==> config.mk <==
export PLATFORM = sky130hd
export DESIGN_NAME = seven_segment_scan_driver_core
export DESIGN_NICKNAME = d
export VERILOG_FILES = /design/src/hdl/ssd_pkg.sv /design/src/hdl/seven_segment_scan_driver_core.sv
export VERILOG_INCLUDE_DIRS = /design/src /design/src/hdl
export SDC_FILE = /design/constraint.sdc
export NUM_CORES = 1
export LEC_CHECK = 0
export ABC_AREA = 0
export BUFFER_PORTS_ARGS = -buffer_cell sky130_fd_sc_hd__buf_2
export CAP_MARGIN = 15
export CORE_UTILIZATION = 50
export CTS_CLUSTER_DIAMETER = 100
export DETAILED_ROUTE_END_ITERATION = 6
export PLACE_DENSITY_LB_ADDON = 0.3
export SYNTH_ARGS = -nofsm -noshare
export SYNTH_HDL_FRONTEND = slang
export SYNTH_SLANG_ARGS = --single-unit
==> constraint.sdc <==
create_clock -name clk -period 5.2 [get_ports clk]
set_input_delay 0.52 -clock clk [delete_from_list [all_inputs] [get_ports clk]]
set_output_delay 0.52 -clock clk [all_outputs]
set_load 0.005 [all_outputs]
==> src/hdl/seven_segment_scan_driver_core_assert.svh <==
// ----------------------------------------------------------------------------
// Seven-segment scan driver assertion macros
// Concurrent checks, removed when SYNTH is defined.
// ----------------------------------------------------------------------------
`ifndef SEVEN_SEGMENT_SCAN_DRIVER_CORE_ASSERT_SVH
`define SEVEN_SEGMENT_SCAN_DRIVER_CORE_ASSERT_SVH

`ifndef SYNTH
`define SSD_ASSERT_IMPLIES(label, clk, rst, cond, expr) \
  label: assert property (@(posedge clk) disable iff (rst) (cond) |-> (expr)) \
    else $error("assertion failed: label");
`define SSD_ASSERT_NEXT(label, clk, rst, cond, expr) \
  label: assert property (@(posedge clk) disable iff (rst) (cond) |=> (expr)) \
    else $error("assertion failed: label");
`else
`define SSD_ASSERT_IMPLIES(label, clk, rst, cond, expr)
`define SSD_ASSERT_NEXT(label, clk, rst, cond, expr)
`endif

`endif

==> src/hdl/ssd_pkg.sv <==
// ----------------------------------------------------------------------------
// Seven-segment scan driver package
// Widths, limits and lookup functions shared by the driver.
// ----------------------------------------------------------------------------
package ssd_pkg;

  localparam int DIGITS  = 4;
  localparam int IDX_W   = (DIGITS > 1) ? $clog2(DIGITS) : 1;
  localparam int CNT_W   = $clog2(DIGITS + 1);
  localparam int VALUE_W = 16;
  localparam int DIGIT_W = 4;
  localparam int SEG_W   = 8;
  localparam int POS_W   = 2;
  localparam int PACE_W  = 4;
  localparam int DATA_IN_W  = 16;
  localparam int DATA_OUT_W = 16;

  localparam logic [PACE_W-1:0] PACE_LAST = PACE_W'(10);

  localparam logic OP_LOAD = 1'b0;
  localparam logic OP_TICK = 1'b1;

  function automatic logic [31:0] pow10(input int n);
    logic [31:0] p;
    p = 32'd1;
    for (int i = 0; i < n; i++) begin
      p = p * 32'd10;
    end
    return p;
  endfunction

  localparam logic [31:0] SAT_LIMIT = pow10(DIGITS) - 32'd1;

  function automatic logic [SEG_W-1:0] seg_of(input logic [DIGIT_W-1:0] d);
    logic [SEG_W-1:0] s;
    unique case (d)
      4'd0:    s = 8'h3F;
      4'd1:    s = 8'h06;
      4'd2:    s = 8'h5B;
      4'd3:    s = 8'h4F;
      4'd4:    s = 8'h66;
      4'd5:    s = 8'h6D;
      4'd6:    s = 8'h7D;
      4'd7:    s = 8'h07;
      4'd8:    s = 8'h7F;
      4'd9:    s = 8'h6F;
      default: s = 8'h00;
    endcase
    return s;
  endfunction

endpackage

==> src/hdl/seven_segment_scan_driver_core.sv <==
// ----------------------------------------------------------------------------
// Seven-segment scan driver core
// Converts a loaded value to decimal digits and scans them out one per tick, with a periodic blank tick.
// ----------------------------------------------------------------------------
// Channel   Group            Payload
// input     s_axis_t*        tuser[0] = opcode, tdata[15:0] = value
// output    m_axis_t*        tuser[0] = lit, tdata[1:0] = digit_position,
//                            tdata[9:2] = segments
//
// A tick's result sits in the output register.
// A load is converted by the single subtract-and-compare unit, which peels one power
// of ten a cycle off the remainder and stores each digit when the next would not fit.
// Input is held off during conversion and while an unaccepted result waits.
// Reset clears the digits to zero and the digit count to one.
// ----------------------------------------------------------------------------
`include "seven_segment_scan_driver_core_assert.svh"

module seven_segment_scan_driver_core
  import ssd_pkg::*;
(
  input  logic                  clk,
  input  logic                  rst,
  input  logic                  s_axis_tvalid,
  output logic                  s_axis_tready,
  input  logic [DATA_IN_W-1:0]  s_axis_tdata,   // [15:0] value
  input  logic                  s_axis_tuser,   // [0] opcode
  output logic                  m_axis_tvalid,
  input  logic                  m_axis_tready,
  output logic [DATA_OUT_W-1:0] m_axis_tdata,   // [1:0] digit_position, [9:2] segments
  output logic                  m_axis_tuser    // [0] lit
);

  typedef enum logic {
    IDLE,
    CONV
  } state_t;

  state_t              state;
  logic [DIGIT_W-1:0]  digit_store [DIGITS];
  logic [CNT_W-1:0]    digit_count;
  logic [IDX_W-1:0]    scan_index;
  logic [PACE_W-1:0]   pace_count;
  logic                skip_next;

  logic [VALUE_W-1:0]  rem;
  logic [IDX_W-1:0]    conv_k;
  logic [DIGIT_W-1:0]  conv_digit;
  logic [CNT_W-1:0]    conv_count;

  logic [31:0]         pow_tab [DIGITS];
  logic [31:0]         pow_cur;
  logic                sub_ok;
  logic [VALUE_W-1:0]  rem_next;
  logic [CNT_W-1:0]    k_plus1;

  logic                in_fire;
  logic [IDX_W-1:0]    idx;
  logic [CNT_W-1:0]    idx_plus1;
  logic [IDX_W-1:0]    scan_index_next;
  logic [VALUE_W-1:0]  value_sat;

  always_comb begin
    for (int i = 0; i < DIGITS; i++) begin
      pow_tab[i] = pow10(i);
    end
  end

  assign pow_cur   = pow_tab[conv_k];
  assign sub_ok    = {{(32-VALUE_W){1'b0}}, rem} >= pow_cur;
  assign rem_next  = VALUE_W'({{(32-VALUE_W){1'b0}}, rem} - pow_cur);
  assign k_plus1   = CNT_W'(conv_k) + CNT_W'(1);
  assign value_sat = ({{(32-VALUE_W){1'b0}}, s_axis_tdata} > SAT_LIMIT) ?
                     SAT_LIMIT[VALUE_W-1:0] : s_axis_tdata;

  assign s_axis_tready = (state == IDLE) && (!m_axis_tvalid || m_axis_tready);
  assign in_fire       = s_axis_tvalid && s_axis_tready;

  assign idx             = (CNT_W'(scan_index) >= digit_count) ? '0 : scan_index;
  assign idx_plus1       = CNT_W'(idx) + CNT_W'(1);
  assign scan_index_next = (idx_plus1 >= digit_count) ? '0 : IDX_W'(idx_plus1);

  always_ff @(posedge clk) begin
    if (rst) begin
      state         <= IDLE;
      digit_count   <= CNT_W'(1);
      scan_index    <= '0;
      pace_count    <= '0;
      skip_next     <= 1'b0;
      m_axis_tvalid <= 1'b0;
      for (int i = 0; i < DIGITS; i++) begin
        digit_store[i] <= '0;
      end
    end else begin
      if (m_axis_tvalid && m_axis_tready && !(in_fire && s_axis_tuser == OP_TICK)) begin
        m_axis_tvalid <= 1'b0;
      end
      unique case (state)
        IDLE: begin
          if (in_fire) begin
            if (s_axis_tuser == OP_LOAD) begin
              rem        <= value_sat;
              conv_k     <= IDX_W'(DIGITS - 1);
              conv_digit <= '0;
              conv_count <= CNT_W'(1);
              state      <= CONV;
            end else begin
              m_axis_tvalid <= 1'b1;
              if (skip_next) begin
                skip_next    <= 1'b0;
                m_axis_tuser <= 1'b0;
                m_axis_tdata <= '0;
              end else begin
                m_axis_tuser <= 1'b1;
                m_axis_tdata <= DATA_OUT_W'({seg_of(digit_store[idx]), POS_W'(idx)});
                scan_index   <= scan_index_next;
                if (pace_count > PACE_LAST) begin
                  skip_next  <= 1'b1;
                  pace_count <= PACE_W'(1);
                end else begin
                  pace_count <= pace_count + PACE_W'(1);
                end
              end
            end
          end
        end
        CONV: begin
          if (sub_ok) begin
            rem        <= rem_next;
            conv_digit <= conv_digit + DIGIT_W'(1);
          end else begin
            digit_store[conv_k] <= conv_digit;
            conv_digit          <= '0;
            if (conv_digit != '0 && k_plus1 > conv_count) begin
              conv_count <= k_plus1;
            end
            if (conv_k == '0) begin
              digit_count <= (conv_digit != '0 && k_plus1 > conv_count) ?
                             k_plus1 : conv_count;
              state       <= IDLE;
            end else begin
              conv_k <= conv_k - IDX_W'(1);
            end
          end
        end
        default: state <= IDLE;
      endcase
    end
  end

  `SSD_ASSERT_IMPLIES(a_busy_no_ready, clk, rst, state == CONV, !s_axis_tready)
  `SSD_ASSERT_IMPLIES(a_count_range, clk, rst, 1'b1,
                      digit_count != '0 && CNT_W'(DIGITS) >= digit_count)
  `SSD_ASSERT_IMPLIES(a_dark_blank, clk, rst, m_axis_tvalid && !m_axis_tuser,
                      m_axis_tdata == '0)
  `SSD_ASSERT_NEXT(a_load_starts_conv, clk, rst, in_fire && s_axis_tuser == OP_LOAD,
                   state == CONV)

endmodule
==> Word level (Yosys, flattened, before mapping) <==
Memory sizes are Yosys's and may differ from the RTL's. A register that Yosys moved wholly into a read port is not among the register bits.
Index checks and enable logic that the tools add are counted.
Widths: inputs -> output; s select.
{ "totals": {"reg_bits": 54, "elab_cells": 104, "output_inout_bits": 19, "romBits": 112, "inputBits": 21, "mem_count": 2, "mem_bits_rw": 16} }
{ "memory_table": {"columns": ["name", "depth", "word_bits", "rd", "rd_clocked_by_memory_dff", "write_ports", "line_no", "source"], "rows": [
  ["(no name shown)", 16, 7, 1, 1, 0, "ssd_pkg.sv:36", "unique case (d)"],
  ["digit_store", 4, 4, 1, 0, 4, "seven_segment_scan_driver_core.sv:39", "logic [DIGIT_W-1:0] digit_store [DIGITS];"]
]} }
{ "classes": {"bitwise_logic": 5, "order_cmp": 7, "reduce_logical": 20, "add_sub_neg": 6, "eq_ne": 5, "n_mux": 46} }
{ "op_table": {"columns": ["cell", "count"], "rows": [
  ["$bmux 32 s2", 1],
  ["$mux 16", 4],
  ["$mux 32", 2],
  ["$ge 16x32->1", 1],
  ["$pmux 16 s2", 1],
  ["$mux 4", 5],
  ["$mux 1", 18],
  ["$gt 16x14->1 const B", 1],
  ["$reduce_and 4->1", 4],
  ["$sub 16x16->16", 1],
  ["$mux 2", 7],
  ["$mux 3", 4],
  ["$reduce_and 3->1", 3],
  ["$add 4x1->4 const B", 2],
  ["$ne 2x2->1 const B", 4],
  ["$pmux 4 s2", 1],
  ["$add 2x1->3 const B", 2],
  ["$logic_and 1x1->1", 6],
  ["$pmux 3 s2", 1],
  ["$reduce_and 5->1", 1],
  ["$gt 4x4->1 const B", 1],
  ["$not 1->1", 4],
  ["$pmux 2 s2", 1],
  ["$reduce_bool 4->1", 1],
  ["other kinds (12)", 13]
]} }

==> Longest topological paths before layout <==
{ "depth": {"word_depth": 11, "depth_mapped": 12, "depth_no_buf": 11} }

==> Least setup slack after synthesis <==
Ideal clock, no wire load.
{ "synth_timing": {"path_type": "reg-to-reg", "from": "register conv_k[1]", "to": "register rem[0] (enable)", "slack_ns": 1.503, "setup_ns": 0.394, "n_path_buf": 2, "arrival_time_ns": 3.302, "path_stages_with_launch": 13, "period_less_slack_ns": 3.697, "t_required_ns": 4.806, "cell_sequence": "edfxtp_1 -> inv_1 -> ha_1 -> ha_1 -> fa_1 -> nor2b_1 -> o21ai_0 -> a21oi_1 -> nor4b_4 -> and2_1 -> buf_4 -> buf_6 -> a21oi_1"} }
{ "synth_between": {"elab_chain_cells": 7} }
{ "synth_lines": {"columns": ["item", "line_no", "source"], "rows": [
  ["start, declared", "seven_segment_scan_driver_core.sv:46", "logic [IDX_W-1:0] conv_k;"],
  ["start signal, assigned", "seven_segment_scan_driver_core.sv:102", "conv_k <= IDX_W'(DIGITS - 1);"],
  ["start signal, assigned", "seven_segment_scan_driver_core.sv:141", "conv_k <= conv_k - IDX_W'(1);"],
  ["$not 2->3 (implied by the code)", "seven_segment_scan_driver_core.sv:68", "assign pow_cur = pow_tab[conv_k];"],
  ["$bmux 32 s2", "seven_segment_scan_driver_core.sv:68", null],
  ["$mux 32 (implied by the code) (2 in a row)", "seven_segment_scan_driver_core.sv:68", null],
  ["$ge 16x32->1", "seven_segment_scan_driver_core.sv:69", "assign sub_ok = {{(32-VALUE_W){1'b0}}, rem} >= pow_cur;"],
  ["$ne 2x1->1 (no source line)", null, null],
  ["$reduce_and 4->1 (no source line)", null, null],
  ["end signal, assigned", "seven_segment_scan_driver_core.sv:101", "rem <= value_sat;"],
  ["end signal, assigned", "seven_segment_scan_driver_core.sv:128", "rem <= rem_next;"],
  ["end, declared", "seven_segment_scan_driver_core.sv:45", "logic [VALUE_W-1:0] rem;"]
]} }
No other way between the ends. The select of a mux whose other input is x is not followed.
A chain may end at the register's enable or synchronous reset.

==> results_dict.tcl <==
set metrics [dict create \
    status "finished, final reports clean" \
    timing.critical_path.to_type "register" \
    yosysMostFrequentCell "sky130_fd_sc_hd__edfxtp_1" \
    edff_count_synth 51 \
    insertion_delay_ns 0.35 \
    postCtsSetupBuffers 0 \
    synth.yosys.warnings 0 \
    io-pin-count 40 \
    drive_above_1_share_pct 16.0 \
    portBuffers 32 \
    initialDrtViolationCount 112 \
    via_count_of_the_first_global_routing_pass 2976 \
    seq_area_frac_synth_pct 44.3 \
    detailedRoute.firstPassIterationCount 4 \
    routed_wl_um 8150 \
    netlist_area_sq_um 4000 \
    route.antenna.remaining_nets 0 \
    cts-root-to-sink-buffers 2 \
    final_design_area_no_fill_sq_um 4460 \
    timing.final.max_slew_violations 0 \
    area_share_of_the_leading_cell_type_in_the_synthesized_netlist_pct 38.3 \
    yosys_cell_types 67 \
    ys_dominant_reg_cell "sky130_fd_sc_hd__edfxtp_1" \
    die-area_sq_um 8360 \
    finalSetupViolCount 0 \
    cts.htree.levels 3 \
    syn_avg_cell_area_sq_um 10.3 \
    worstMarginPinSlew_ns 1.05 \
    buffer_cell_driving_the_clock_tree_root "sky130_fd_sc_hd__clkbuf_8" \
    power_leakage_nw 1.78 \
    fin_worst_skew_ns 0.0107 \
    drv_cap 0 \
    cts-hold-fix-buffers 0 \
    netlist_top_cells_count "sky130_fd_sc_hd__edfxtp_1, sky130_fd_sc_hd__ha_1, sky130_fd_sc_hd__nor2_1, sky130_fd_sc_hd__inv_1, sky130_fd_sc_hd__a21oi_1" \
    fmax_ghz 0.280 \
    ant_cells 0 \
    arrival_ns 3.61 \
    fp-row-count 32 \
    tritoncts_clock_tree "done" \
    worst_max_slew_margin_expressed_relative_to_the_limit_pct 30.2 \
    gp_congestion 0.900 \
    worst_hold_path_type "input pin to register" \
    cts.repair.resized 0 \
    grt.overflow.total 0 \
    grt_use_total_pct 21.1 \
    grt_pass1_wl_um 13800 \
    die_w_um 91.4 \
    floorplan.initialDensity_pct 51.7 \
    grt_max_degree 36 \
    via_per_inst 5.73 \
    area_of_the_core_sq_um 7730 \
    cp.required_ns 5.25 \
    powerDensity_nw_per_um2 281 \
    fillerInstances 650 \
    critical_path_class "register to register" \
    postSynth.asyncResetShare_pct 0 \
    synth_top_area_cell "sky130_fd_sc_hd__edfxtp_1" \
    final_critical_path_time_including_i_o_delays_and_setup_ns 3.57 \
    detailed_place.area_sq_um 4210 \
    finish.net_count 473 \
    finalHoldViolations 0 \
    dominant_cells_by_area_after_synthesis "sky130_fd_sc_hd__edfxtp_1, sky130_fd_sc_hd__ha_1, sky130_fd_sc_hd__dfxtp_1" \
    numCtsBuffers 9 \
    flow.area_growth_from_synthesis_pct 11.5 \
    die_y_um 91.4 \
    min_period_over_period_pct 68.6 \
    tritoncts_num_sinks 63 \
    drc 0 \
    grt_setup_unrepaired "false" \
    p_total_mw 1.25 \
    final.setup.tns_ns 0 \
    vias 3012 \
    worst_setup_path_start_kind "register" \
    worstPathMaxFanout 18 \
    synthesis.instances 388 \
    irDropWorstVdd_v 0.000136 \
    clk_pin_slew_worst_paths_ns 0.08 \
    drt-wirelength-per-cell_um 15.5 \
    synth-seq-cells 63 \
    place.detailed.hpwl_um 6140 \
    grt_antenna_before_repair 0 \
]
-- metal layers --
| metal | up-vias | track usage [%] | part of all wire (%) |
|---|---|---|---|
| met2 | 56 | 35.8 | 49 |
| li1 | 1505 | - | - |
| met4 | 0 | 10.4 | 2.2 |
| met1 | 1434 | 26.0 | 45 |
| met5 | - | 0 | 0 |
| met3 | 17 | 3.27 | 3.7 |
-- power breakdown --
| part | internal [mW] | switching [mW] |
|---|---|---|
| Combinational | 0.0537 | 0.0826 |
| Sequential | 0.565 | 0.0108 |
| Clock | 0.326 | 0.215 |
-- stage by stage --
| step | util [%] | setup slack [ns] | std cells | hold WS [ns] |
|---|---|---|---|---|
| 6_report | 57.7 | 1.63 | 526 | 0.464 |
| 5_1_grt | 57.7 | 1.31 | 526 | 0.480 |
| 4_1_cts | 57.7 | 1.66 | 526 | 0.460 |
| 3_5_place_dp | 54.4 | 1.70 | 510 | 0.504 |
| 3_3_place_gp | 54.4 | 1.81 | 510 | 0.488 |
| 2_1_floorplan | - | 1.50 | 394 | 0.471 |
-- critical path: stages (launching register included) --
cell	delay, ns
sky130_fd_sc_hd__edfxtp_1	0.52
sky130_fd_sc_hd__inv_1	0.27
sky130_fd_sc_hd__ha_1	0.29
sky130_fd_sc_hd__ha_1	0.21
sky130_fd_sc_hd__fa_1	0.21
sky130_fd_sc_hd__nor2b_1	0.05
sky130_fd_sc_hd__o21ai_0	0.28
sky130_fd_sc_hd__a21oi_1	0.20
sky130_fd_sc_hd__nor4b_4	0.38
sky130_fd_sc_hd__and2_1	0.50
sky130_fd_sc_hd__a41o_1	0.34
-- layout by cell type (no fill, tap or decap), drive strengths merged, types with 4 or more instances in the layout --
master  count
nand3      11
nand4       5
a21o        6
nor2       29
or3         4
nor3       19
dfxtp      12
xnor2       9
and4        8
o21a        4
nor4        8
nand2      21
ha         32
buf        35
clkbuf      9
nand2b      9
nor2b       6
o21ai      10
conb        7
inv        31
a32o        4
mux2i       9
a21oi      22
edfxtp     51
and2        6
-- sequential cells by signal, indices dropped and copies added, names as in the netlist, 2 cells and up --
name,count
conv_digit,4
digit_store,16
conv_count,3
m_axis_tdata,9
conv_k,2
scan_index,2
rem,16
digit_count,3
pace_count,4
-- cell type report --
type / count / area, sq um / area share [%]
inverters: 28 / 105 / 2.36
clock buffers: 9 / 124 / 2.78
repair buffers: 35 / 183 / 4.10
well taps: 102 / 128 / 2.86
flip-flops and latches: 63 / 1770 / 39.7
multi-input cells: 282 / 2020 / 45.3
clock inverters: 7 / 128 / 2.86
-- kinds of logic after synthesis --
logic type | Yosys count | share of synthesized area [%]
simple gates | 140 | 19.7
compound gates | 82 | 14.9
flops | 63 | 44.3
buf+inv | 49 | 5.73
fa+ha+maj | 33 | 10.5
xor+xnor | 10 | 2.19
mux | 10 | 2.63
other cells | 1 | 0.0938
-- path summary, 6_finish.rpt --
kind	slack, ns	to	start	cells after the start
max	1.63	digit_store[2][0]	conv_k[1]	10
min reg2reg	0.51	pace_count[2]	pace_count[2]	2
min	0.46	rem[12]	s_axis_tdata[12]	3
max reg2reg	1.63	digit_store[2][0]	conv_k[1]	10
(Power assumes the default switching activity.)
